[config.mk]
export PLATFORM = sky130hd
export DESIGN_NAME = charger_output_supervisor_flat
export DESIGN_NICKNAME = d
export VERILOG_FILES = /design/src/rtl/cos_pkg.sv /design/src/rtl/cos_if.sv /design/src/rtl/cos_csr.sv /design/src/rtl/cos_core.sv /design/src/rtl/charger_output_supervisor.sv /design/src/flat_wrapper.sv
export SDC_FILE = /design/constraint.sdc
export NUM_CORES = 1
export LEC_CHECK = 0
export ABC_AREA = 1
export BUFFER_PORTS_ARGS = -buffer_cell sky130_fd_sc_hd__buf_2
export CAP_MARGIN = 10
export CORE_AREA = 2 2 131 183
export DETAILED_ROUTE_END_ITERATION = 10
export DIE_AREA = 0 0 133 185
export GPL_TIMING_DRIVEN = 0
export HOLD_SLACK_MARGIN = 0.06
export PLACE_DENSITY = 0.61
export REMOVE_ABC_BUFFERS = 1
export SETUP_SLACK_MARGIN = 0.5
export SYNTH_ARGS = -nofsm -noshare
export SYNTH_HDL_FRONTEND = slang
export SYNTH_SLANG_ARGS = --single-unit
[constraint.sdc]
create_clock -name clock -period 6.26 [get_ports clock]
set_input_delay 0.626 -clock clock [delete_from_list [all_inputs] [get_ports clock]]
set_output_delay 0.626 -clock clock [all_outputs]
set_load 0.005 [all_outputs]
[src/rtl/cos_pkg.sv]
// ----------------------------------------------------------------------------
// cos_pkg: charger output supervisor shared types
// Mode codes, register indexes, configuration, sample and result words.
// ----------------------------------------------------------------------------
package cos_pkg;

   localparam int ADC_WIDTH = 10;
   localparam int MS_WIDTH  = 16;
   localparam int IDX_WIDTH = 3;

   localparam logic [ADC_WIDTH-1:0] ADC_MAX = '1;

   typedef enum logic [1:0] {
      MODE_CHECK   = 2'd0,
      MODE_SETTLE  = 2'd1,
      MODE_MONITOR = 2'd2,
      MODE_FAULT   = 2'd3
   } mode_type;

   typedef enum logic [IDX_WIDTH-1:0] {
      REG_WINDOW_MS      = 3'd0,
      REG_SETTLE_MS      = 3'd1,
      REG_BLINK_MS       = 3'd2,
      REG_VOUT_THRESHOLD = 3'd3,
      REG_BAT_THRESHOLD  = 3'd4
   } reg_index_type;

   localparam logic [MS_WIDTH-1:0]  WINDOW_MS_RESET      = 16'd1000;
   localparam logic [MS_WIDTH-1:0]  SETTLE_MS_RESET      = 16'd500;
   localparam logic [MS_WIDTH-1:0]  BLINK_MS_RESET       = 16'd200;
   localparam logic [ADC_WIDTH-1:0] VOUT_THRESHOLD_RESET = 10'd925;
   localparam logic [ADC_WIDTH-1:0] BAT_THRESHOLD_RESET  = 10'd0;

   typedef struct packed {
      logic [MS_WIDTH-1:0]  window_ms;
      logic [MS_WIDTH-1:0]  settle_ms;
      logic [MS_WIDTH-1:0]  blink_ms;
      logic [ADC_WIDTH-1:0] vout_threshold;
      logic [ADC_WIDTH-1:0] bat_threshold;
   } cfg_type;

   typedef struct packed {
      logic [ADC_WIDTH-1:0] bat_one_sample;
      logic [ADC_WIDTH-1:0] bat_two_sample;
      logic [ADC_WIDTH-1:0] out_sample;
      logic                 ms_tick;
   } sample_type;

   typedef struct packed {
      logic     switch_on;
      logic     led_on;
      logic     fault;
      mode_type mode;
   } result_type;

endpackage

[src/rtl/cos_if.sv]
// ----------------------------------------------------------------------------
// cos_if: charger output supervisor channels
// Sample request, status response and register write channels.
// ----------------------------------------------------------------------------
interface cos_req_if;
   logic       valid;
   logic       ready;
   logic [9:0] bat_one_sample;
   logic [9:0] bat_two_sample;
   logic [9:0] out_sample;
   logic       ms_tick;

   modport source (output valid, output bat_one_sample, output bat_two_sample,
                   output out_sample, output ms_tick, input ready);
   modport sink   (input valid, input bat_one_sample, input bat_two_sample,
                   input out_sample, input ms_tick, output ready);
endinterface

interface cos_rsp_if;
   logic       valid;
   logic       ready;
   logic       switch_on;
   logic       led_on;
   logic       fault;
   logic [1:0] mode;

   modport source (output valid, output switch_on, output led_on, output fault,
                   output mode, input ready);
   modport sink   (input valid, input switch_on, input led_on, input fault,
                   input mode, output ready);
endinterface

interface cos_csr_if;
   logic        valid;
   logic        ready;
   logic [2:0]  index;
   logic [15:0] data;

   modport source (output valid, output index, output data, input ready);
   modport sink   (input valid, input index, input data, output ready);
endinterface

[src/rtl/cos_csr.sv]
// ----------------------------------------------------------------------------
// cos_csr: configuration registers
// Holds window, settle and blink times and the two thresholds.
// ----------------------------------------------------------------------------
module cos_csr (
   input  logic                                clock,
   input  logic                                reset,
   input  logic                                wr_en,
   input  logic [cos_pkg::IDX_WIDTH-1:0]       wr_index,
   input  logic [cos_pkg::MS_WIDTH-1:0]        wr_data,
   output cos_pkg::cfg_type                    cfg
);
   import cos_pkg::*;

   cfg_type cfg_ff;
   cfg_type cfg_in;

   always_comb begin
      cfg_in = cfg_ff;
      if (wr_en) begin
         case (reg_index_type'(wr_index))
            REG_WINDOW_MS:      cfg_in.window_ms      = wr_data;
            REG_SETTLE_MS:      cfg_in.settle_ms      = wr_data;
            REG_BLINK_MS:       cfg_in.blink_ms       = wr_data;
            REG_VOUT_THRESHOLD: cfg_in.vout_threshold = wr_data[ADC_WIDTH-1:0];
            REG_BAT_THRESHOLD:  cfg_in.bat_threshold  = wr_data[ADC_WIDTH-1:0];
            default:            cfg_in = cfg_ff;
         endcase
      end
   end

   always_ff @(posedge clock) begin
      if (reset) begin
         cfg_ff.window_ms      <= WINDOW_MS_RESET;
         cfg_ff.settle_ms      <= SETTLE_MS_RESET;
         cfg_ff.blink_ms       <= BLINK_MS_RESET;
         cfg_ff.vout_threshold <= VOUT_THRESHOLD_RESET;
         cfg_ff.bat_threshold  <= BAT_THRESHOLD_RESET;
      end else begin
         cfg_ff <= cfg_in;
      end
   end

   assign cfg = cfg_ff;

endmodule

[src/rtl/cos_core.sv]
// ----------------------------------------------------------------------------
// cos_core: supervisor state update
// Battery window check, settle wait, output group minimum and fault blink.
// ----------------------------------------------------------------------------
module cos_core #(
   parameter int GROUP_SAMPLES = 4
) (
   input  logic                clock,
   input  logic                reset,
   input  logic                advance,
   input  cos_pkg::cfg_type    cfg,
   input  cos_pkg::sample_type sample,
   output cos_pkg::result_type result_in
);
   import cos_pkg::*;

   localparam int GCW = $clog2(GROUP_SAMPLES + 1);
   localparam logic [GCW-1:0] GROUP_LAST = GCW'(GROUP_SAMPLES);

   mode_type             mode_ff,  mode_in;
   logic [MS_WIDTH-1:0]  ms_ff,    ms_in;
   logic [ADC_WIDTH-1:0] bat_one_max_ff, bat_one_max_in;
   logic [ADC_WIDTH-1:0] bat_two_max_ff, bat_two_max_in;
   logic [ADC_WIDTH-1:0] out_min_ff, out_min_in;
   logic [GCW-1:0]       group_ff, group_in;
   logic                 led_ff,   led_in;

   logic [MS_WIDTH-1:0]  ms_ticked;
   logic [GCW-1:0]       group_inc;
   logic                 present;

   always_comb begin
      // saturate at the top of the counter
      ms_ticked = (sample.ms_tick && (ms_ff != '1)) ? ms_ff + 1'b1 : ms_ff;
      group_inc = group_ff + 1'b1;

      mode_in        = mode_ff;
      ms_in          = ms_ff;
      bat_one_max_in = bat_one_max_ff;
      bat_two_max_in = bat_two_max_ff;
      out_min_in     = out_min_ff;
      group_in       = group_ff;
      led_in         = led_ff;
      present        = 1'b0;

      case (mode_ff)
         MODE_CHECK: begin
            if (sample.bat_one_sample > bat_one_max_ff) bat_one_max_in = sample.bat_one_sample;
            if (sample.bat_two_sample > bat_two_max_ff) bat_two_max_in = sample.bat_two_sample;
            ms_in = ms_ticked;
            if (ms_ticked >= cfg.window_ms) begin
               present = (bat_one_max_in > cfg.bat_threshold) ||
                         (bat_two_max_in > cfg.bat_threshold);
               ms_in          = '0;
               bat_one_max_in = '0;
               bat_two_max_in = '0;
               if (!present) mode_in = MODE_SETTLE;
            end
         end
         MODE_SETTLE: begin
            ms_in = ms_ticked;
            if (ms_ticked >= cfg.settle_ms) begin
               mode_in    = MODE_MONITOR;
               led_in     = 1'b1;
               ms_in      = '0;
               out_min_in = ADC_MAX;
               group_in   = '0;
            end
         end
         MODE_MONITOR: begin
            if (sample.out_sample < out_min_ff) out_min_in = sample.out_sample;
            group_in = group_inc;
            if (group_inc >= GROUP_LAST) begin
               if (out_min_in <= cfg.vout_threshold) begin
                  mode_in = MODE_FAULT;
                  ms_in   = '0;
               end
               out_min_in = ADC_MAX;
               group_in   = '0;
            end
         end
         default: begin
            ms_in = ms_ticked;
            if (ms_ticked >= cfg.blink_ms) begin
               led_in = ~led_ff;
               ms_in  = '0;
            end
         end
      endcase

      result_in.switch_on = (mode_in == MODE_SETTLE) || (mode_in == MODE_MONITOR);
      result_in.led_on    = led_in;
      result_in.fault     = (mode_in == MODE_FAULT);
      result_in.mode      = mode_in;
   end

   always_ff @(posedge clock) begin
      if (reset) begin
         mode_ff        <= MODE_CHECK;
         ms_ff          <= '0;
         bat_one_max_ff <= '0;
         bat_two_max_ff <= '0;
         out_min_ff     <= ADC_MAX;
         group_ff       <= '0;
         led_ff         <= 1'b0;
      end else if (advance) begin
         mode_ff        <= mode_in;
         ms_ff          <= ms_in;
         bat_one_max_ff <= bat_one_max_in;
         bat_two_max_ff <= bat_two_max_in;
         out_min_ff     <= out_min_in;
         group_ff       <= group_in;
         led_ff         <= led_in;
      end
   end

   // fault holds until reset
   a_fault_latched: assert property (@(posedge clock) disable iff (reset)
      mode_ff == MODE_FAULT |=> mode_ff == MODE_FAULT)
      else $error("fault mode left without reset");

   a_group_range: assert property (@(posedge clock) disable iff (reset)
      group_ff < GROUP_LAST)
      else $error("group counter past group size");

   a_led_dark_early: assert property (@(posedge clock) disable iff (reset)
      (mode_ff == MODE_CHECK || mode_ff == MODE_SETTLE) |-> !led_ff)
      else $error("LED lit before monitoring");

   a_monitor_entry: assert property (@(posedge clock) disable iff (reset)
      (mode_ff == MODE_MONITOR && $past(mode_ff) != MODE_MONITOR) |->
      (led_ff && group_ff == '0 && out_min_ff == ADC_MAX))
      else $error("monitoring entered without clean group state");

   a_stall_holds: assert property (@(posedge clock) disable iff (reset)
      !advance |=> $stable(mode_ff) && $stable(ms_ff) && $stable(led_ff))
      else $error("state moved without a word");

endmodule

[src/rtl/charger_output_supervisor.sv]
// A request word is accepted into the input register, passes the state update and is
// written into the response register, which drives the response port.
// Throughput: one word per cycle while responses are taken; the response register frees
// the input side, so a new word is taken whenever the result stage is empty or being drained.
// Reset (synchronous): mode checking, counters and maxima zero, group minimum
// 1023, LED off, registers at their default values, both stages empty.
// ----------------------------------------------------------------------------
// charger_output_supervisor: top level
// Input register, supervisor state update and result register.
// ----------------------------------------------------------------------------
module charger_output_supervisor #(
   parameter int GROUP_SAMPLES = 4
) (
   input logic       clock,
   input logic       reset,
   cos_req_if.sink   req_port,
   cos_rsp_if.source rsp_port,
   cos_csr_if.sink   csr_port
);
   import cos_pkg::*;

   cfg_type    cfg;
   sample_type req_word_ff;
   logic       req_vld_ff, req_vld_in;
   result_type rsp_word_ff, rsp_word_in;
   logic       rsp_vld_ff, rsp_vld_in;
   logic       advance;

   assign advance        = req_vld_ff && (!rsp_vld_ff || rsp_port.ready);
   assign req_port.ready = !req_vld_ff || advance;
   assign csr_port.ready = 1'b1;

   assign req_vld_in = req_port.valid || (req_vld_ff && !advance);
   assign rsp_vld_in = advance || (rsp_vld_ff && !rsp_port.ready);

   cos_csr u_csr (
      .clock    (clock),
      .reset    (reset),
      .wr_en    (csr_port.valid),
      .wr_index (csr_port.index),
      .wr_data  (csr_port.data),
      .cfg      (cfg)
   );

   cos_core #(
      .GROUP_SAMPLES (GROUP_SAMPLES)
   ) u_core (
      .clock     (clock),
      .reset     (reset),
      .advance   (advance),
      .cfg       (cfg),
      .sample    (req_word_ff),
      .result_in (rsp_word_in)
   );

   always_ff @(posedge clock) begin
      if (reset) begin
         req_vld_ff <= 1'b0;
         rsp_vld_ff <= 1'b0;
      end else begin
         if (req_port.ready) req_vld_ff <= req_vld_in;
         rsp_vld_ff <= rsp_vld_in;
      end
   end

   always_ff @(posedge clock) begin
      if (req_port.valid && req_port.ready) begin
         req_word_ff.bat_one_sample <= req_port.bat_one_sample;
         req_word_ff.bat_two_sample <= req_port.bat_two_sample;
         req_word_ff.out_sample     <= req_port.out_sample;
         req_word_ff.ms_tick        <= req_port.ms_tick;
      end
      if (advance) rsp_word_ff <= rsp_word_in;
   end

   assign rsp_port.valid     = rsp_vld_ff;
   assign rsp_port.switch_on = rsp_word_ff.switch_on;
   assign rsp_port.led_on    = rsp_word_ff.led_on;
   assign rsp_port.fault     = rsp_word_ff.fault;
   assign rsp_port.mode      = rsp_word_ff.mode;

endmodule
[src/flat_wrapper.sv]
// flat-port wrapper written by rule: the top's interface ports become plain ports
module charger_output_supervisor_flat import cos_pkg::*;
#(
   parameter int GROUP_SAMPLES = 4
)
  (clock, reset, req_port_valid, req_port_bat_one_sample, req_port_bat_two_sample, req_port_out_sample, req_port_ms_tick, req_port_ready, rsp_port_valid, rsp_port_switch_on, rsp_port_led_on, rsp_port_fault, rsp_port_mode, rsp_port_ready, csr_port_valid, csr_port_index, csr_port_data, csr_port_ready);
  cos_req_if req_port_i ();
  cos_rsp_if rsp_port_i ();
  cos_csr_if csr_port_i ();
  input logic clock;
  input logic reset;
  input wire logic [$bits(req_port_i.valid)-1:0] req_port_valid;
  input wire logic [$bits(req_port_i.bat_one_sample)-1:0] req_port_bat_one_sample;
  input wire logic [$bits(req_port_i.bat_two_sample)-1:0] req_port_bat_two_sample;
  input wire logic [$bits(req_port_i.out_sample)-1:0] req_port_out_sample;
  input wire logic [$bits(req_port_i.ms_tick)-1:0] req_port_ms_tick;
  output wire logic [$bits(req_port_i.ready)-1:0] req_port_ready;
  output wire logic [$bits(rsp_port_i.valid)-1:0] rsp_port_valid;
  output wire logic [$bits(rsp_port_i.switch_on)-1:0] rsp_port_switch_on;
  output wire logic [$bits(rsp_port_i.led_on)-1:0] rsp_port_led_on;
  output wire logic [$bits(rsp_port_i.fault)-1:0] rsp_port_fault;
  output wire logic [$bits(rsp_port_i.mode)-1:0] rsp_port_mode;
  input wire logic [$bits(rsp_port_i.ready)-1:0] rsp_port_ready;
  input wire logic [$bits(csr_port_i.valid)-1:0] csr_port_valid;
  input wire logic [$bits(csr_port_i.index)-1:0] csr_port_index;
  input wire logic [$bits(csr_port_i.data)-1:0] csr_port_data;
  output wire logic [$bits(csr_port_i.ready)-1:0] csr_port_ready;
  assign req_port_i.valid = req_port_valid;
  assign req_port_i.bat_one_sample = req_port_bat_one_sample;
  assign req_port_i.bat_two_sample = req_port_bat_two_sample;
  assign req_port_i.out_sample = req_port_out_sample;
  assign req_port_i.ms_tick = req_port_ms_tick;
  assign req_port_ready = req_port_i.ready;
  assign rsp_port_valid = rsp_port_i.valid;
  assign rsp_port_switch_on = rsp_port_i.switch_on;
  assign rsp_port_led_on = rsp_port_i.led_on;
  assign rsp_port_fault = rsp_port_i.fault;
  assign rsp_port_mode = rsp_port_i.mode;
  assign rsp_port_i.ready = rsp_port_ready;
  assign csr_port_i.valid = csr_port_valid;
  assign csr_port_i.index = csr_port_index;
  assign csr_port_i.data = csr_port_data;
  assign csr_port_ready = csr_port_i.ready;
  charger_output_supervisor #(.GROUP_SAMPLES(GROUP_SAMPLES)) u_core (.clock(clock), .reset(reset), .req_port(req_port_i), .rsp_port(rsp_port_i), .csr_port(csr_port_i));
endmodule
* After elaboration in Yosys (flattened, before gate mapping)
Cells that the tools add are included.
** Word-level totals
- Word-level logic and storage cells :: 105
- Register bits :: 158
- Bits of input ports :: 55
** Operators by class
- Order comparisons :: 10
- Mux-type cells :: 30
- Eq/ne operators :: 13
- Reduce and logical (&&, ||, !) cells :: 27
- Bitwise logic cells :: 1
- Add/sub/neg operators :: 2
** Operators by type and width (count)
- $mux W10 :: 10
- $mux W16 :: 6
- $ge A16 B16 Y1 :: 3
- $pmux W16 S3 :: 1
- $gt A10 B10 Y1 :: 4
- $pmux W10 S2 :: 1
- $add A16 B1 Y16 const B :: 1
- $ne A16 B16 Y1 const B :: 1
- $reduce_and A2 Y1 :: 6
- $le A10 B10 Y1 :: 1
- $lt A10 B10 Y1 :: 1
- $mux W2 :: 5
- $eq A2 B2 Y1 const B :: 3
- $eq A3 B2 Y1 const B :: 2
- $logic_or A1 B1 Y1 :: 6
- $mux W3 :: 2
- $ne A2 B2 Y1 const B :: 3
- $pmux W2 S3 :: 1
- $pmux W3 S2 :: 1
- $reduce_and A3 Y1 :: 2
- $logic_and A1 B1 Y1 :: 5
- $eq A2 B1 Y1 const B :: 2
- $logic_not A1 Y1 :: 4
- $add A3 B1 Y3 const B :: 1
- 10 further kinds :: 11

* Logic depth before layout (Yosys ltp)
- Depth after elaboration :: 10
- Mapped depth :: 26
- Mapped depth without buffers :: 26

* Hierarchy
From an unflattened synthesis, not the netlist that was laid out.
** Second synthesis, totals
- Cells, all modules :: 1348
- Area, all modules :: 9585.4 um^2
** By module, submodules not included
- cos_core :: cells each 921, area each 5735.5 um^2, sequential area each 1041.0 um^2, times used 1
- cos_csr :: cells each 377, area each 2666.3 um^2, sequential area each 1361.3 um^2, times used 1
- charger_output_supervisor :: cells each 50, area each 1183.6 um^2, sequential area each 1121.1 um^2, times used 1

* Least setup slack after synthesis
No wires, ideal clock.
- Path kind :: register -> register
- Start :: register u_core.u_core.ms_ff[0]
- End :: register u_core.rsp_word_ff (netlist bit u_core.rsp_port.switch_on) (data pin)
- Path slack :: 3.120 ns
- Cell stages (with the launch flop) :: 22
- Buffers on the path :: 1
- Arrival :: 2.880 ns
- Library setup time :: 0.261 ns
- Required time :: 5.999 ns
- Period minus slack after synthesis :: 3.140 ns
- Path through :: dfxtp_1 > ha_1 > inv_1 > nor2_4 > nand2_4 > nor2_4 > nor2_4 > buf_6 > o21ai_0 > inv_1 > ha_1 > nand2_1 > inv_1 > o21bai_1 > a21oi_1 > nor2_1 > nand2_1 > nand2_1 > nand2_1 > nor2_1 > inv_1 > ha_1
** RTL lines
- start: declaration :: line cos_core.sv:21 : logic [MS_WIDTH-1:0] ms_ff, ms_in;
- start signal: assignment :: line cos_core.sv:108 : ms_ff <= ms_in;
- end signal: assignment :: line charger_output_supervisor.sv:73 : if (advance) rsp_word_ff <= rsp_word_in;
- end: declaration :: line charger_output_supervisor.sv:25 : result_type rsp_word_ff, rsp_word_in;

* Final worst setup path
- Start :: register u_core.u_core.out_min_ff[7]
- End :: register u_core.u_core.ms_ff[14]
** Between the ends
- Word-level cells in the longest chain between the ends :: 6
** RTL lines
- start: declaration :: line cos_core.sv:24 : logic [ADC_WIDTH-1:0] out_min_ff, out_min_in;
- start signal: assignment :: line cos_core.sv:111 : out_min_ff <= out_min_in;
- $lt A10 B10 Y1 :: line cos_core.sv:71 : if (sample.out_sample < out_min_ff) out_min_in = sample.out_sample;
- $mux W10 (*) :: line cos_core.sv:71
- $mux W10 (*) :: line cos_core.sv:46 : case (mode_ff)
- $le A10 B10 Y1 (*) :: line cos_core.sv:74 : if (out_min_in <= cfg.vout_threshold) begin
- $ne A2 B2 Y1 (no source line) (*)
- $reduce_and A3 Y1 (no source line) (*)
Mark *: on every way between the ends. The rest lies on a longest branch, timed or not. The select of a mux whose other input is x is not followed.
A chain may end at the register's enable or synchronous reset.

==> impl_metrics.yaml <==
clock_network:
  postCtsSetupRepairBufs: 0
  ctsHoldBuffers: 0
  cts_num_sinks: 158
  clock_insertion_delay_worst_skew_ns: 0.43
  path_clk_slew_ns: 0.07
  clk_path_buf_depth: 2
  cts_tree: "built"
  cts-resized-gates: 0
  tritoncts.num_buffers: 17
  ctsHtreeMaxLevel: 4
  cts_root_buf: "sky130_fd_sc_hd__clkbuf_16"
final_layout:
  fin_nets: 1511
  syn2layout_area_growth_pct: 12.0
  fraction_of_final_layout_cells_sized_beyond_drive_strength_1_pct: 8.61
  final_common_cell: "sky130_fd_sc_hd__nand2_1"
  fillerInstances: 2357
  layout_common_cells: "346 x sky130_fd_sc_hd__nand2_1, 197 x sky130_fd_sc_hd__inv_1, 122 x sky130_fd_sc_hd__a21oi_1, 122 x sky130_fd_sc_hd__dfxtp_1, 110 x sky130_fd_sc_hd__ha_1"
  regArea_sq_um: 3520
  diodes: 0
  multiInputGateArea_sq_um: 5020
synth:
  synth.cell_area_sq_um: 9490
  synthDistinctLibCells: 35
  synth-seq-cells: 158
  postSynthCellCount: 1308
  post_synth.cell_area_avg_sq_um: 7.26
  yosysSeqAreaShare_pct: 37.1
  ys.warnings.count: 0
pwr:
  p_switching_uw: 732
  share_seq_of_total_power_pct: 43.8
  worst_ir_drop_vdd_uv: 192
  internal_power_uw: 1800
  share_clk_of_total_power_pct: 41.6
  total_power_uw: 2530
  power-per-cell-area_nw_per_um2: 238
  power_switching_share_pct: 28.9
  leakagePower_uw: 0.00505
  share_comb_of_total_power_pct: 14.7
die:
  core_area_sq_um: 23000
  dieWidth_microns: 133
  num_rows: 66
  dieHeight_microns: 185
  io_pins: 63
  effective_utilization_at_floorplan_pct: 41.2
  design.die.area_sq_um: 24600
timing:
  max_slew.worst_pin.slew_ns: 1.13
  setup-tns-final_ns: 0
  rsz0062_at_grt: "no"
  finalClockSkew_ns: 0.00796
  hold_viol: 0
  timing.max_slew.rel_slack_pct: 24.3
  hold_ws_ns: 0.362
  fmax_mhz: 228
  finalMaxSlewViolations: 0
  post_route_worst_setup_slack_ns: 1.87
  post-route-period-util_pct: 70.2
  min_period_ns: 4.39
  setup_viol: 0
critical_path:
  crit-reg2reg-launch: "u_core.u_core.out_min_ff[7]$_SDFFE_PP1P_"
  cp_data_required_time_ns: 6.62
  setup.worst_path.start_class: "register"
  reg2regPathDepth: 21
  reg_to_reg_critical_path_endpoint: "u_core.u_core.ms_ff[14]$_SDFFE_PP0P_"
  worst-setup-path-type: "reg2reg"
  worst-path-max-fanout: 29
  end_kind: "register"
  worstSetupStartpoint: "u_core.u_core.out_min_ff[7]$_SDFFE_PP1P_"
  critical_path.endpoint: "u_core.u_core.ms_ff[14]$_SDFFE_PP0P_"
  arrival_ns: 4.75
  r2r_slack_ns: 1.87
placed_design:
  place_congestion: 0.824
  preCtsSetupSlack_ns: 1.89
  half_perimeter_wire_length_after_detailed_placement_microns: 16600
  placement.io_buffers: 61
routing:
  drt_iter0_drc: 385
  detail-route-antenna-nets: 0
  postRouteWirelength_microns: 22500
  routed-via-count: 8147
  vias_per_cell: 4.89
  detail_route.first_pass.iterations: 4
  drc: 0
  wire_per_inst_microns: 13.5
global_routing:
  grt_antenna_before_repair: 1
  grt_pass1_vias: 7608
  grt_max_degree: 52
  overflow: 0
  global_route_wire_length_before_repair_microns: 37100
  global_route_usage_sum_pct: 18.9
run_status:
  outcome: "completed"
job:
  drv.max_cap_violation_count: 0
worst_hold_path:
  hold_path.class: "in2reg"
## synth_stat cells, drive strengths merged
cell type  number  area [sq um]
or2             1          6.26
nand2         349          1320
clkbuf         36           135
dfxtp         122          2440
edfxtp         36          1080
buf             9          60.1
nand4          16           100
nand3b          1          7.51
nor3            5          30.0
a21o            2          15.0
a21oi         129           672
nand3          70           355
nor2           94           385
conb            1          3.75
o21a            4          30.0
o22ai           1          6.26
xnor2           4          35.0
inv           200           751
o211ai         27           203
a21boi          1          7.51
o21bai          6          45.0
ha            110          1380
xor2            1          8.76
o21ai          83           415
## state kept, by name, indices dropped and copies added, names as in the netlist
name	count
u_core.u_csr.cfg	68
u_core.req_word_ff	31
u_core.u_core.ms_ff	16
u_core.u_core.bat_one_max_ff	10
u_core.u_core.bat_two_max_ff	10
u_core.u_core.out_min_ff	10
u_core.u_core.group_ff	3
u_core.rsp_port.mode	2
u_core.u_core.mode_ff	2
u_core.req_vld_ff	1
u_core.rsp_port.fault	1
u_core.rsp_port.led_on	1
u_core.rsp_port.switch_on	1
u_core.rsp_port.valid	1
u_core.u_core.led_ff	1
## worst min-delay path by stage
stage | startpoint | endpoint | slack, ns | cells after the start
after floorplan | u_core.u_core.group_ff[2]$_SDFFE_PP0P_ | u_core.u_core.group_ff[2]$_SDFFE_PP0P_ | 0.43 | 2
after global placement | u_core.u_core.group_ff[2]$_SDFFE_PP0P_ | u_core.u_core.group_ff[2]$_SDFFE_PP0P_ | 0.44 | 2
after detailed placement | u_core.u_core.group_ff[2]$_SDFFE_PP0P_ | u_core.u_core.group_ff[2]$_SDFFE_PP0P_ | 0.45 | 2
after CTS | req_port_out_sample[5] | u_core.req_word_ff[6]$_DFFE_PP_ | 0.34 | 1
after global routing | req_port_out_sample[5] | u_core.req_word_ff[6]$_DFFE_PP_ | 0.34 | 1
final | req_port_out_sample[5] | u_core.req_word_ff[6]$_DFFE_PP_ | 0.36 | 1
## cell families (layout without fill, tap and decap cells)
| logic type | Yosys count | count (layout) | synth area share, % |
|---|---|---|---|
| and+or+nand+nor | 536 | 536 | 23.2 |
| AOI/OAI and AO/OA | 253 | 253 | 14.7 |
| DFF | 158 | 158 | 37.1 |
| buffers and inverters | 245 | 296 | 9.96 |
| adders and majority gates | 110 | 110 | 14.5 |
| other | 1 | 1 | 0.0395 |
| xor gates and xnor gates | 5 | 5 | 0.461 |
## routing by layer
layer,vias to the layer above,wire length (microns),track usage [%]
li1,4326,-,-
met1,3664,9980,21.8
met2,116,11200,34.7
met3,39,758,3.07
met4,2,600,7.27
met5,-,7,0
## cell type report
| type | count | share of cell area (%) |
|---|---|---|
| multi-input cells | 905 | 47.3 |
| flip-flops and latches | 158 | 33.1 |
| inverters | 200 | 7.06 |
| clock buffers | 18 | 4.24 |
| well taps | 306 | 3.60 |
| repair buffers | 64 | 3.39 |
| clock inverters | 14 | 1.31 |
## power by group through the flow
stage / logic (uW) / clock network [uW] / registers (uW)
floorplan: 253 / 0 / 1130
global placement: 361 / 0 / 1130
detailed placement: 375 / 0 / 1130
CTS: 378 / 1080 / 1110
global route: 435 / 1110 / 1110
finish: 371 / 1050 / 1110
## stage by stage
step | utilization, % | cells | area [sq um]
floorplan | - | 1263 | 9300
CTS | 46.1 | 1665 | 10600
finish | 46.1 | 1665 | 10600
global route | 46.1 | 1665 | 10600
global placement | 43.3 | 1630 | 9990
detailed placement | 43.6 | 1633 | 10000
## worst max-delay path, cell delays in order (launching register included)
cell,delay [ns]
sky130_fd_sc_hd__dfxtp_1,0.36
sky130_fd_sc_hd__inv_1,0.05
sky130_fd_sc_hd__ha_1,0.30
sky130_fd_sc_hd__a21oi_1,0.16
sky130_fd_sc_hd__o21ai_0,0.09
sky130_fd_sc_hd__nor2_1,0.15
sky130_fd_sc_hd__nand3_1,0.64
sky130_fd_sc_hd__nand2_1,0.26
sky130_fd_sc_hd__o21ai_0,0.16
sky130_fd_sc_hd__ha_1,0.34
sky130_fd_sc_hd__nand2_1,0.06
sky130_fd_sc_hd__nor2_1,0.20
sky130_fd_sc_hd__nand3b_1,0.13
sky130_fd_sc_hd__nand2_1,0.08
sky130_fd_sc_hd__inv_1,0.04
sky130_fd_sc_hd__nand2_1,0.15
sky130_fd_sc_hd__nand3_2,0.49
sky130_fd_sc_hd__inv_1,0.27
sky130_fd_sc_hd__nand2_1,0.08
sky130_fd_sc_hd__nor2_1,0.09
sky130_fd_sc_hd__nand2_1,0.07
sky130_fd_sc_hd__a21oi_2,0.13
(Power assumes the default switching activity.)
